## config.mk

```make
export PLATFORM = sky130hd
export DESIGN_NAME = plpd_ctrl
export DESIGN_NICKNAME = d
export VERILOG_FILES = /design/src/sv/plpd_pkg.sv /design/src/sv/plpd_ctrl.sv
export SDC_FILE = /design/constraint.sdc
export NUM_CORES = 1
export LEC_CHECK = 0
export BUFFER_PORTS_ARGS = -buffer_cell sky130_fd_sc_hd__clkbuf_2
export CAP_MARGIN = 20
export CORE_AREA = 2 2 39 41
export CTS_BUF_LIST = sky130_fd_sc_hd__clkbuf_2 sky130_fd_sc_hd__clkbuf_4 sky130_fd_sc_hd__clkbuf_8
export CTS_CLUSTER_SIZE = 40
export DETAILED_ROUTE_END_ITERATION = 10
export DIE_AREA = 0 0 41 43
export SKIP_LAST_GASP = 1
export SLEW_MARGIN = 25
export SYNTH_ARGS = -nofsm -noshare
export SYNTH_HDL_FRONTEND = slang
export SYNTH_SLANG_ARGS = --single-unit
```

## constraint.sdc

```tcl
create_clock -name clk -period 1.5 [get_ports clk]
set_input_delay 0.225 -clock clk [delete_from_list [all_inputs] [get_ports clk]]
set_output_delay 0.225 -clock clk [all_outputs]
set_load 0.1 [all_outputs]
```

## src/sv/plpd_pkg.sv

```systemverilog
// Package for the pinned LRU page directory: sizes, codes and the control/status types.
`default_nettype none
package plpd_pkg;

  // Directory geometry
  localparam int SLOTS      = 64;
  localparam int SLOT_W     = $clog2(SLOTS);
  localparam int CNT_W      = $clog2(SLOTS + 1);
  localparam int AGE_W      = SLOT_W;
  localparam int PAGE_W     = 32;
  localparam int PIN_W      = 16;
  localparam int SAMPLE_W   = 6;
  localparam int CAP_W      = 7;
  localparam int OUT_SLOT_W = 6;
  localparam int CAP_RESET  = 64;

  // Request codes
  typedef enum logic [1:0] {
    OP_GET    = 2'd0,
    OP_UNPIN  = 2'd1,
    OP_DROP   = 2'd2,
    OP_IGNORE = 2'd3
  } op_t;

  // Result status codes
  typedef enum logic [1:0] {
    ST_OK         = 2'd0,
    ST_FULL       = 2'd1,
    ST_UNDERFLOW  = 2'd2,
    ST_NOT_FOUND  = 2'd3
  } status_t;

  // Controller states
  typedef enum logic [3:0] {
    S_IDLE,
    S_MATCH,
    S_ENCODE,
    S_DECIDE,
    S_SCAN,
    S_RESOLVE,
    S_EVICT,
    S_INSTALL,
    S_DONE
  } state_t;

  // Datapath operations, one per cycle
  typedef enum logic [3:0] {
    CMD_NONE,
    CMD_LOAD,
    CMD_MATCH,
    CMD_ENCODE,
    CMD_SCAN_START,
    CMD_SCAN,
    CMD_HIT,
    CMD_UNPIN,
    CMD_DROP,
    CMD_EVICT,
    CMD_INSTALL,
    CMD_FULL
  } cmd_op_t;

  typedef struct packed {
    cmd_op_t op;
    logic    out_load;
  } plpd_cmd_t;

  typedef struct packed {
    op_t  op;
    logic hit;
    logic at_cap;
    logic scan_last;
    logic vic_found;
    logic free_found;
  } plpd_sts_t;

endpackage
`default_nettype wire

```

## src/sv/plpd_ctrl.sv

```systemverilog
// Controller state machine for the pinned LRU page directory.
`default_nettype none
module plpd_ctrl (
  input  wire logic               clk,
  input  wire logic               rst_n,
  input  wire logic               in_valid,
  output logic                    in_ready,
  input  wire logic               out_free,
  input  wire plpd_pkg::plpd_sts_t sts,
  output plpd_pkg::plpd_cmd_t     cmd
);
  import plpd_pkg::*;

  state_t state_r, state_nxt;

  // State register
  always_ff @(posedge clk) begin
    if (!rst_n) begin
      state_r <= S_IDLE;
    end else begin
      state_r <= state_nxt;
    end
  end

  // Next state and commands
  always_comb begin
    state_nxt    = state_r;
    cmd.op       = CMD_NONE;
    cmd.out_load = 1'b0;
    in_ready     = 1'b0;
    unique case (state_r)
      S_IDLE: begin
        in_ready = 1'b1;
        if (in_valid) begin
          cmd.op    = CMD_LOAD;
          state_nxt = S_MATCH;
        end
      end
      S_MATCH: begin
        cmd.op    = CMD_MATCH;
        state_nxt = S_ENCODE;
      end
      S_ENCODE: begin
        cmd.op    = CMD_ENCODE;
        state_nxt = S_DECIDE;
      end
      S_DECIDE: begin
        state_nxt = S_DONE;
        unique case (sts.op)
          OP_GET: begin
            if (sts.hit) begin
              cmd.op = CMD_HIT;
            end else begin
              cmd.op    = CMD_SCAN_START;
              state_nxt = S_SCAN;
            end
          end
          OP_UNPIN: cmd.op = CMD_UNPIN;
          OP_DROP:  cmd.op = CMD_DROP;
          default:  cmd.op = CMD_NONE;
        endcase
      end
      S_SCAN: begin
        cmd.op = CMD_SCAN;
        if (sts.scan_last) begin
          state_nxt = S_RESOLVE;
        end
      end
      S_RESOLVE: begin
        priority if (!sts.at_cap) begin
          state_nxt = S_INSTALL;
        end else if (sts.vic_found) begin
          cmd.op    = CMD_EVICT;
          state_nxt = S_INSTALL;
        end else begin
          cmd.op    = CMD_FULL;
          state_nxt = S_DONE;
        end
      end
      S_INSTALL: begin
        cmd.op    = sts.free_found ? CMD_INSTALL : CMD_FULL;
        state_nxt = S_DONE;
      end
      S_DONE: begin
        if (out_free) begin
          cmd.out_load = 1'b1;
          state_nxt    = S_IDLE;
        end
      end
      default: state_nxt = S_IDLE;
    endcase
  end

endmodule
`default_nettype wire

```

* Yosys cells after proc, flatten, opt, wreduce, memory -nomap -nowiden
Index checks and enable logic that the tools add are counted.
W data, S select, Z words.
** Word-level totals
- Input port bits :: 11
- Flip-flop bits (word level) :: 4
- Output and inout bits :: 6
- Logic and storage cells :: 34
** Operators by class
- Equal/unequal tests :: 12
- Multiplexer cells :: 18
- Reductions and logical operators :: 3
** Operators with widths (number)
- $mux W4 :: 8
- $pmux W4 S8 :: 1
- $pmux W4 S7 :: 1
- $eq A4 B3 Y1 const B :: 3
- $pmux W4 S3 :: 1
- $eq A4 B2 Y1 const B :: 2
- $ne A2 B2 Y1 const B :: 3
- $mux W1 :: 5
- $eq A4 B1 Y1 const B :: 1
- $eq A4 B4 Y1 const B :: 1
- $logic_not A4 Y1 :: 1
- $mux W2 :: 2
- $reduce_and A3 Y1 :: 1
- $eq A2 B1 Y1 const B :: 1
- $eq A2 B2 Y1 const B :: 1
- $logic_not A2 Y1 :: 1

* Longest topological paths before layout
Gate-level depths: netlist of run 1.
- Depth in word-level cells :: 3
- Depth in mapped cells :: 5
- Depth with buffers taken out :: 4

* Least setup slack after synthesis of run 1
OpenSTA, ideal clock, no wires.
- Path type :: register -> output
- Start point :: register state_r[2]
- End point :: output cmd[4] (netlist bit)
- Path slack :: -2.329 ns
- Stages on the path, launching flop included :: 4
- Arrival :: 3.604 ns
- Path through :: dfxtp_1 > clkbuf_1 > a21oi_1 > nor4_1
** RTL lines
- start: declaration :: RTL line plpd_ctrl.sv:14 : state_t state_r, state_nxt;
- start signal: assignment :: RTL line plpd_ctrl.sv:21 : state_r <= state_nxt;
- end: declaration :: RTL line plpd_ctrl.sv:10 : output plpd_pkg::plpd_cmd_t cmd

==> key figures, run 1 <==
STA
  – Achievable frequency: 621 MHz
  – Crit path time final: 1.61 ns
  – Setup violators final: 6
  – Least-Margin Pin Slew: 0.325 ns
  – Endpoints failing hold: 0
  – Post-Route Setup TNS: -0.400 ns
  – RSZ-0062 raised after global routing: yes
  – Clock Skews: 0.00548 ns
  – Max-Slew Margin vs Limit: 78.1%
  – Slack of the critical path: -0.110 ns
  – Period utilisation layout: 107%
  – Max-slew violations: 0

Detailed routing
  – Wire length per cell: 13.9 um
  – TritonRoute pass-1 iters: 4
  – Post-DR vias/cell: 5.27
  – Post-DRT Antenna Nets: 0
  – Via count: 516
  – # DRC: 0
  – Total Routed Length: 1360 um
  – Iter 0 DRT Violations: 18

Placement
  – Dpl cell area: 642 um2
  – Port Buffers: 16
  – Placed cells: 86
  – RD Place Congestion: 0.847
  – DPL Wire Length: 834 um

Synth
  – Post-Syn Area: 332 um2
  – Register area share after synthesis: 24.2%
  – Syn. warnings: 0
  – Synth unique cells: 23
  – Seq cells post-synth: 4
  – Synth Instances: 50
  – Net count after synthesis: 61
  – Avg Synthesized Cell Area: 6.63 um2

Cells and area
  – P&R area growth vs syn: 149%
  – Nets: 95
  – Layout cells sized above 1: 69.5%
  – Filler cell count: 120
  – Flip-flop count of the largest register after layout: 4
  – Biggest register: state_r
  – Biggest regs: state_r (4)
  – Number of inserted diodes: 0
  – Post-Layout Cell Count: 98
  – Final core occ: 59.8%
  – Final Cell Area: 827 um2

Floorplan
  – Boundary pin count: 17
  – Initial core utilization: 24.0%
  – Horiz. Die Dim: 41 um
  – Die area: 1760 um2
  – Core ar.: 1380 um2
  – Chip height: 43 um
  – Std-Cell Rows: 14

Critical path
  – Worst r2r src: state_r[1]$_SDFFE_PN0P_
  – CP startpoint: state_r[2]$_SDFFE_PN0P_
  – Worst setup SP type: register
  – CP max stage cell: dfxtp_4
  – R2R depth: 6
  – Worst Setup EP: cmd[3]
  – Critical R2R Capture: state_r[3]$_SDFFE_PN0P_
  – CP max stage delay: 0.36 ns
  – Worst setup EP type: primary output
  – Worst EP required: 1.27 ns
  – CP Class: register to primary output
  – Crit path max fanout: 5
  – Critical path arrival: 1.38 ns
  – Critical Path, Cell by Cell: nor4_4 -> buf_4 -> a31oi_4 -> nor2_4 -> buf_12
  – R2R Setup Slk: -0.07 ns

Global route
  – Global Route Usage Sum: 18.5%
  – Vias in the first global route: 515
  – Initial antenna violation count: 0
  – Largest net degree at the start of global routing: 11
  – GRT overflow: 0
  – First-pass GRT wire length: 2220 um

Power and ir drop
  – Power per Cell Area: 721 nW/um2
  – Total Power: 0.596 mW
  – Leakage: 0.332 nW
  – Max IR drop VDD: 423 uV

CTS
  – Num CTS Buffers: 3
  – CTS Hold Bufs: 0
  – Clk pin slew, worst setup/hold paths: 0.04 ns
  – CTS tree: yes
  – Clock root cell: clkbuf_4
  – TritonCTS sink count: 4
  – Worst-Skew Late Latency: 0.24 ns
  – Bufs on Longest Clock Path: 2
  – H-tree Lvls: 1

Run status
  – Failing checks: setup timing
  – Outcome: complete, but fails checks

Min path
  – Worst hold start: rst_n
  – Hold depth: 2
  – Hold Crit Class: primary input to register

Flow run
  – Number of max-cap violations: 0
==> synth_stat cells <==
master	instances	area share (%)
or4_1	1	2.3
inv_1	3	3.4
clkbuf_1	3	3.4
inv_2	2	2.3
a2bb2oi_1	1	2.6
a31oi_1	1	1.9
a21oi_1	5	7.5
o221ai_1	2	5.3
dfxtp_1	4	24
o211ai_1	2	4.5
o2111ai_1	1	2.6
nor3_1	2	3.0
o21ai_0	3	4.5
nor2b_1	1	1.9
a211oi_1	1	2.3
o31ai_1	2	4.5
nor2_1	6	6.8
nand2_1	3	3.4
and3_1	1	1.9
a221oi_1	1	2.6
nor4_1	3	5.7
and2_1	1	1.9
buf_2	1	1.5
==> area by class of cell <==
type                    count  area [um2]  share of cell area [%]
clock buffers               3        22.5                    2.72
multi-input cells          37         353                    42.7
inverters                   5        21.3                    2.57
flip-flops and latches      4        87.6                    10.6
well taps                  16        20.0                    2.42
repair buffers             33         323                    39.0
==> worst max-delay path: cells and delay by family, from the launching register on <==
kind                   cells  cell delay, ns
and+or+nand+nor            2            0.39
DFF                        1            0.36
buffers and inverters      2            0.35
AOI/OAI and AO/OA          1            0.04
==> layout by cell type, fill, tap and decap left out, drive strengths merged, types with 2 or more instances in the layout <==
master	n
buf	23
clkbuf	13
nor2	6
inv	5
a21oi	5
dfxtp	4
nor4	3
o21ai	3
nand2	3
o211ai	2
o31ai	2
o221ai	2
nor3	2
==> cells by family after synthesis <==
| kind of cell | Yosys count | synth area share (%) |
|---|---|---|
| compound gates | 19 | 38.5 |
| buf+inv | 9 | 10.6 |
| flops | 4 | 24.2 |
| simple gates | 18 | 26.8 |
==> stage by stage <==
stage	setup slack, ns	hold WS (ns)
2_1_floorplan	-0.384	0.347
3_3_place_gp	0.0588	0.446
3_5_place_dp	0.0420	0.461
4_1_cts	-0.113	0.199
5_1_grt	-0.175	0.222
6_report	-0.110	0.205
==> where the power goes <==
part | internal (mW) | switching (mW)
clock network | 0.0900 | 0.0509
registers | 0.112 | 0.00661
logic | 0.138 | 0.198
==> repair_timing <==
action,in CTS,in global routing
gates resized for setup,18,6
cloned,1,0
setup buffers,6,2
endpoints found under the setup margin,6,6
pin swaps,6,5
==> worst min-delay path by stage <==
stage | slack (ns) | endpoint
global placement | 0.45 | state_r[3]$_SDFFE_PN0P_
global route | 0.22 | state_r[3]$_SDFFE_PN0P_
CTS | 0.20 | state_r[3]$_SDFFE_PN0P_
finish | 0.20 | state_r[3]$_SDFFE_PN0P_
detailed placement | 0.46 | state_r[3]$_SDFFE_PN0P_
floorplan | 0.35 | state_r[3]$_SDFFE_PN0P_
==> per-layer routing <==
layer / global-route usage, % / routed length, um
met4: 10.7 / 10
met5: 0 / 0
met1: 25.8 / 590
met2: 26.3 / 714
met3: 2.09 / 46
Note: power is estimated with default switching activity, not from simulation.
==> inputs of run 2 (changes only) <==
--- a/config.mk
+++ b/config.mk
@@ -12,6 +12,7 @@
 export CTS_CLUSTER_SIZE = 40
 export DETAILED_ROUTE_END_ITERATION = 10
 export DIE_AREA = 0 0 41 43
+export PLACE_DENSITY_LB_ADDON = 0.25
 export SKIP_LAST_GASP = 1
 export SLEW_MARGIN = 25
 export SYNTH_ARGS = -nofsm -noshare
==> run 2 against run 1 <==
The flow still finishes with violations (setup timing). Critical path depth increased by 1. Global-route usage increased by 0.28 points. Via count decreased by 2.7%. Largest cell class unchanged. Register-to-register slack improved by 0.16 ns. Sequential power about the same. Total power decreased by 4.2%. Core utilization decreased by 3.6 points. Non-clock buffer count decreased by 3. Maximum frequency decreased by 2.4%. Sequential share of layout area increased by 0.68 points. First-iteration DRC count decreased by 72%. Sequential cell count unchanged.
==> key figures, run 2 (synthesis results as in run 1) <==
Run status
  – Outcome: complete, but fails checks
  – Failing checks: setup timing

Cells and area
  – Filler cell count: 116
  – Post-Layout Cell Count: 95
  – P&R area growth vs syn: 134%
  – Biggest regs: state_r (4)
  – Number of inserted diodes: 0
  – Nets: 92
  – Layout cells sized above 1: 64.6%
  – Biggest register: state_r
  – Flip-flop count of the largest register after layout: 4
  – Most frequent cells in the layout: 10 x clkbuf_2, 10 x buf_4, 6 x buf_12, 5 x nor2_1
  – Final core occ: 56.1%
  – Final Cell Area: 777 um2

STA
  – Period utilisation layout: 110%
  – WHS: 0.224 ns
  – Crit path time final: 1.65 ns
  – Slack of the critical path: -0.150 ns
  – Max-slew violations: 0
  – RSZ-0062 raised after global routing: yes
  – Endpoints failing hold: 0
  – Post-Route Setup TNS: -0.441 ns
  – Achievable frequency: 606 MHz
  – Setup violators final: 5
  – Max-Slew Margin vs Limit: 74.1%
  – Least-Margin Pin Slew: 0.385 ns
  – Clock Skews: 0.0110 ns

Flow run
  – Number of max-cap violations: 0

CTS
  – Bufs on Longest Clock Path: 2
  – Clk pin slew, worst setup/hold paths: 0.04 ns
  – CTS tree: yes
  – Clock root cell: clkbuf_4
  – H-tree Lvls: 1
  – CTS Hold Bufs: 0
  – Worst-Skew Late Latency: 0.24 ns
  – TritonCTS sink count: 4
  – Num CTS Buffers: 3

Power and ir drop
  – Leakage: 0.324 nW
  – Total Power: 0.571 mW
  – Max IR drop VDD: 341 uV
  – Power per Cell Area: 735 nW/um2

Detailed routing
  – Post-DR vias/cell: 5.28
  – Total Routed Length: 1400 um
  – Post-DRT Antenna Nets: 0
  – TritonRoute pass-1 iters: 4
  – Via count: 502
  – Wire length per cell: 14.7 um
  – Iter 0 DRT Violations: 5
  – # DRC: 0

Floorplan
  – Chip height: 43 um
  – Die area: 1760 um2
  – Initial core utilization: 24.0%
  – Boundary pin count: 17
  – Std-Cell Rows: 14
  – Horiz. Die Dim: 41 um
  – Core ar.: 1380 um2

Critical path
  – Critical path arrival: 1.42 ns
  – Critical R2R Capture: state_r[3]$_SDFFE_PN0P_
  – R2R depth: 5
  – Worst setup SP type: register
  – Worst EP required: 1.27 ns
  – R2R Setup Slk: 0.09 ns
  – CP startpoint: state_r[0]$_SDFFE_PN0P_
  – Crit path max fanout: 3
  – Worst r2r src: state_r[1]$_SDFFE_PN0P_
  – Worst setup EP type: primary output
  – CP Class: register to primary output

Min path
  – Worst hold start: rst_n
  – Hold depth: 2
  – Hold Path End: state_r[3]$_SDFFE_PN0P_
  – Hold Crit Class: primary input to register

Placement
  – Port Buffers: 16
  – Dpl ws: 0.0590 ns
  – DPL Wire Length: 913 um
  – Placed cells: 87
  – RD Place Congestion: 0.826
  – Dpl cell area: 649 um2

Global route
  – Vias in the first global route: 492
  – GRT overflow: 0
  – First-pass GRT wire length: 2230 um
  – Initial antenna violation count: 0
  – Global Route Usage Sum: 18.8%
  – Largest net degree at the start of global routing: 9
run 2: changes by cell type in the layout (fill, tap and decap cells not counted), sizes merged:
| cell | before | now |
|---|---|---|
| buf | 23 | 20 |
run 2: layer usage:
metal  GRT usage [%]  share of wire, %  wire length [um]  up-vias
met2            27.5                49               679       19
met3            2.62               5.0                70        4
met5               0                 0                 0        -
met4            10.0               3.2                45        0
met1            25.5                43               604      231
li1                -                 -                 -      248
run 2: final cells by class:
class / instances / area, um2 / share of cell area, %
clock buffer: 3 / 22.5 / 2.90
inverter: 5 / 18.8 / 2.42
multi-input combinational: 37 / 330 / 42.5
sequential: 4 / 87.6 / 11.3
tap: 16 / 20.0 / 2.58
timing repair buffer: 30 / 298 / 38.3
run 2: worst max-delay path by stage:
| stage | end | slack, ns |
|---|---|---|
| after floorplan | cmd[4] | -0.38 |
| after global placement | cmd[1] | 0.08 |
| after detailed placement | cmd[1] | 0.06 |
| after CTS | cmd[1] | -0.16 |
| after global routing | cmd[1] | -0.21 |
| final | cmd[1] | -0.15 |
run 2: critical path, stage by stage, from the launching register on:
cell	delay (ns)
dfxtp_2	0.32
inv_2	0.05
nor4_2	0.26
buf_4	0.17
nand2_4	0.05
a21oi_4	0.16
buf_12	0.19
run 2: report_power, final:
group	leakage [nW]	total [mW]	switching, mW	internal [mW]
clock	0.0138	0.136	0.0463	0.0896
combinational	0.275	0.317	0.192	0.125
sequential	0.0347	0.118	0.00556	0.112
run 2: repair_timing:
item                                    in CTS  in global routing
buffers inserted                             3                  2
resized for setup                           19                  1
pin swaps                                    7                  3
endpoints found under the hold margin        0                  0
endpoints found under the setup margin       6                  6
==> inputs of run 3 (changes only) <==
--- a/config.mk
+++ b/config.mk
@@ -13,6 +13,7 @@
 export DETAILED_ROUTE_END_ITERATION = 10
 export DIE_AREA = 0 0 41 43
 export PLACE_DENSITY_LB_ADDON = 0.25
+export SKIP_CTS_REPAIR_TIMING = 1
 export SKIP_LAST_GASP = 1
 export SLEW_MARGIN = 25
 export SYNTH_ARGS = -nofsm -noshare
==> constraint.sdc (replaced) <==
create_clock -name clk -period 2 [get_ports clk]
set_input_delay 0.3 -clock clk [delete_from_list [all_inputs] [get_ports clk]]
set_output_delay 0.3 -clock clk [all_outputs]
set_load 0.1 [all_outputs]
==> run 3 against run 2 <==
Final cell count shrank 12%. Cell area shrank 25%. The flow now finishes without violations. Wire length shrank 31%. Total power shrank 34%. Highest routed layer is now met3. Global-route usage shrank 6.3 points. Worst setup slack gained 0.33 ns. Hold slack gained 0.069 ns. Die area is the same. Sequential cell count is the same. Critical path depth shrank 4. Sequential share of layout area grew 2.6 points. Non-clock buffer count shrank 11.
==> key figures, run 3 (synthesis results as in run 1) <==
Cells and area
  – Final Cell Area: 584 um2
  – Most common cell after layout, fill and taps aside: clkbuf_2
  – Biggest regs: state_r (4)
  – Most frequent cells in the layout: 11 x clkbuf_2, 5 x nor2_1, 4 x a21oi_1, 4 x buf_12, 4 x buf_4
  – Number of inserted diodes: 0
  – P&R area growth vs syn: 76.2%
  – Biggest register: state_r
  – Layout cells sized above 1: 45.6%
  – Nets: 81
  – Flip-flop count of the largest register after layout: 4

Critical path
  – Worst EP required: 1.70 ns
  – CP max stage delay: 0.49 ns
  – Critical path arrival: 1.52 ns
  – Crit path max fanout: 9
  – Worst setup EP type: primary output
  – CP Class: register to primary output
  – CP max stage cell: clkbuf_2
  – Worst setup SP type: register
  – Critical Path, Cell by Cell: nor4_4 -> clkbuf_2

Floorplan
  – Core ar.: 1380 um2
  – Std-Cell Rows: 14
  – Initial core utilization: 24.0%
  – Horiz. Die Dim: 41 um
  – Chip height: 43 um
  – Boundary pin count: 17
  – Die area: 1760 um2

Run status
  – Outcome: complete, no violations

Global route
  – Vias in the first global route: 361
  – First-pass GRT wire length: 1500 um
  – Met1 Use GR: 17.3%
  – Global Route Usage Sum: 12.5%
  – GR met3 Demand/Resource: 6.28%
  – Gr busiest metal: met2
  – Largest net degree at the start of global routing: 13
  – Initial antenna violation count: 0
  – GRT overflow: 0
  – Met2 Resource Use GR: 17.5%

STA
  – Setup violators final: 0
  – Least-Margin Pin Slew: 0.589 ns
  – Clock Skews: 0.00310 ns
  – Max-slew violations: 0
  – Max-Slew Margin vs Limit: 60.7%
  – Slack of the critical path: 0.183 ns
  – Achievable frequency: 550 MHz
  – WHS: 0.293 ns
  – Period utilisation layout: 90.9%
  – Post-Route Setup TNS: 0 ns
  – Endpoints failing hold: 0
  – RSZ-0062 raised after global routing: no
  – Crit path time final: 1.82 ns

Placement
  – Dpl ws: 0.285 ns
  – Dpl cell area: 554 um2
  – RD Place Congestion: 0.811
  – DPL Wire Length: 756 um
  – Port Buffers: 16

Power and ir drop
  – Power per Cell Area: 643 nW/um2
  – P_int: 0.215 mW
  – Max IR drop VDD: 343 uV
  – Switching power: 0.161 mW
  – Total Power: 0.375 mW
  – Clk pwr share: 26.0%
  – Net Sw Frac: 42.8%
  – Comb pwr share: 50.2%
  – Seq pwr share: 23.8%
  – Leakage: 0.235 nW

Detailed routing
  – Post-DR vias/cell: 5.25
  – # DRC: 0
  – Total Routed Length: 965 um
  – Via count: 441
  – Iter 0 DRT Violations: 6
  – TritonRoute pass-1 iters: 3
  – Wire length per cell: 11.5 um
  – Post-DRT Antenna Nets: 0

CTS
  – H-tree Lvls: 1
  – Bufs on Longest Clock Path: 2
  – CTS tree: yes
  – Num CTS Buffers: 3
  – TritonCTS sink count: 4
  – Worst-Skew Late Latency: 0.23 ns
  – Clk pin slew, worst setup/hold paths: 0.04 ns
  – Clock root cell: clkbuf_4

Flow run
  – Number of max-cap violations: 0

Min path
  – Hold Crit Class: primary input to register
-- run 3: changes by cell type in the layout (fill, tap and decap cells not counted), moves of 2 or more --
cell	change
buf_6	-2
buf_12	-2
dfxtp_1	+3
buf_8	-2
buf_4	-6
dfxtp_2	-2
-- run 3: routing by layer --
| metal | vias up | share of wire (%) |
|---|---|---|
| met3 | 0 | 5.3 |
| li1 | 227 | - |
| met5 | - | 0 |
| met4 | 0 | 0 |
| met2 | 11 | 44 |
| met1 | 203 | 51 |
-- run 3: worst paths after layout --
path | end | startpoint | slack, ns | depth (start not counted)
setup / recovery | in_ready | state_r[3]$_SDFFE_PN0P_ | 0.18 | 2
hold / removal | state_r[3]$_SDFFE_PN0P_ | rst_n | 0.29 | 2
setup reg to reg | state_r[3]$_SDFFE_PN0P_ | state_r[3]$_SDFFE_PN0P_ | 0.58 | 3
hold reg to reg | state_r[0]$_SDFFE_PN0P_ | state_r[1]$_SDFFE_PN0P_ | 0.62 | 3
-- run 3: area by class of cell --
type,instances,area [um2]
well taps,16,20.0
multi-input cells,37,277
fillers,159,800
flip-flops and latches,4,81.3
inverters,5,18.8
repair buffers,19,165
clock buffers,3,22.5
-- run 3: critical path, delay by kind of cell, from the launching register on --
kind / cells / cell delay, ns
AND/OR/NAND/NOR: 1 / 0.31
buffers and inverters: 1 / 0.49
flip-flops: 1 / 0.48
-- run 3: power groups by stage --
stage | clock network, mW | logic [mW] | registers [mW]
2_1_floorplan | 0 | 0.133 | 0.0878
6_report | 0.0978 | 0.188 | 0.0893
5_1_grt | 0.107 | 0.199 | 0.0898
4_1_cts | 0.103 | 0.189 | 0.0892
3_5_place_dp | 0 | 0.188 | 0.0904
3_3_place_gp | 0 | 0.188 | 0.0903
-- run 3: metrics by stage --
stage / utilization [%] / cells
3_5_place_dp: 40.1 / 81
3_3_place_gp: 40.1 / 81
2_1_floorplan: - / 50
6_report: 42.2 / 84
4_1_cts: 41.7 / 84
5_1_grt: 42.2 / 84
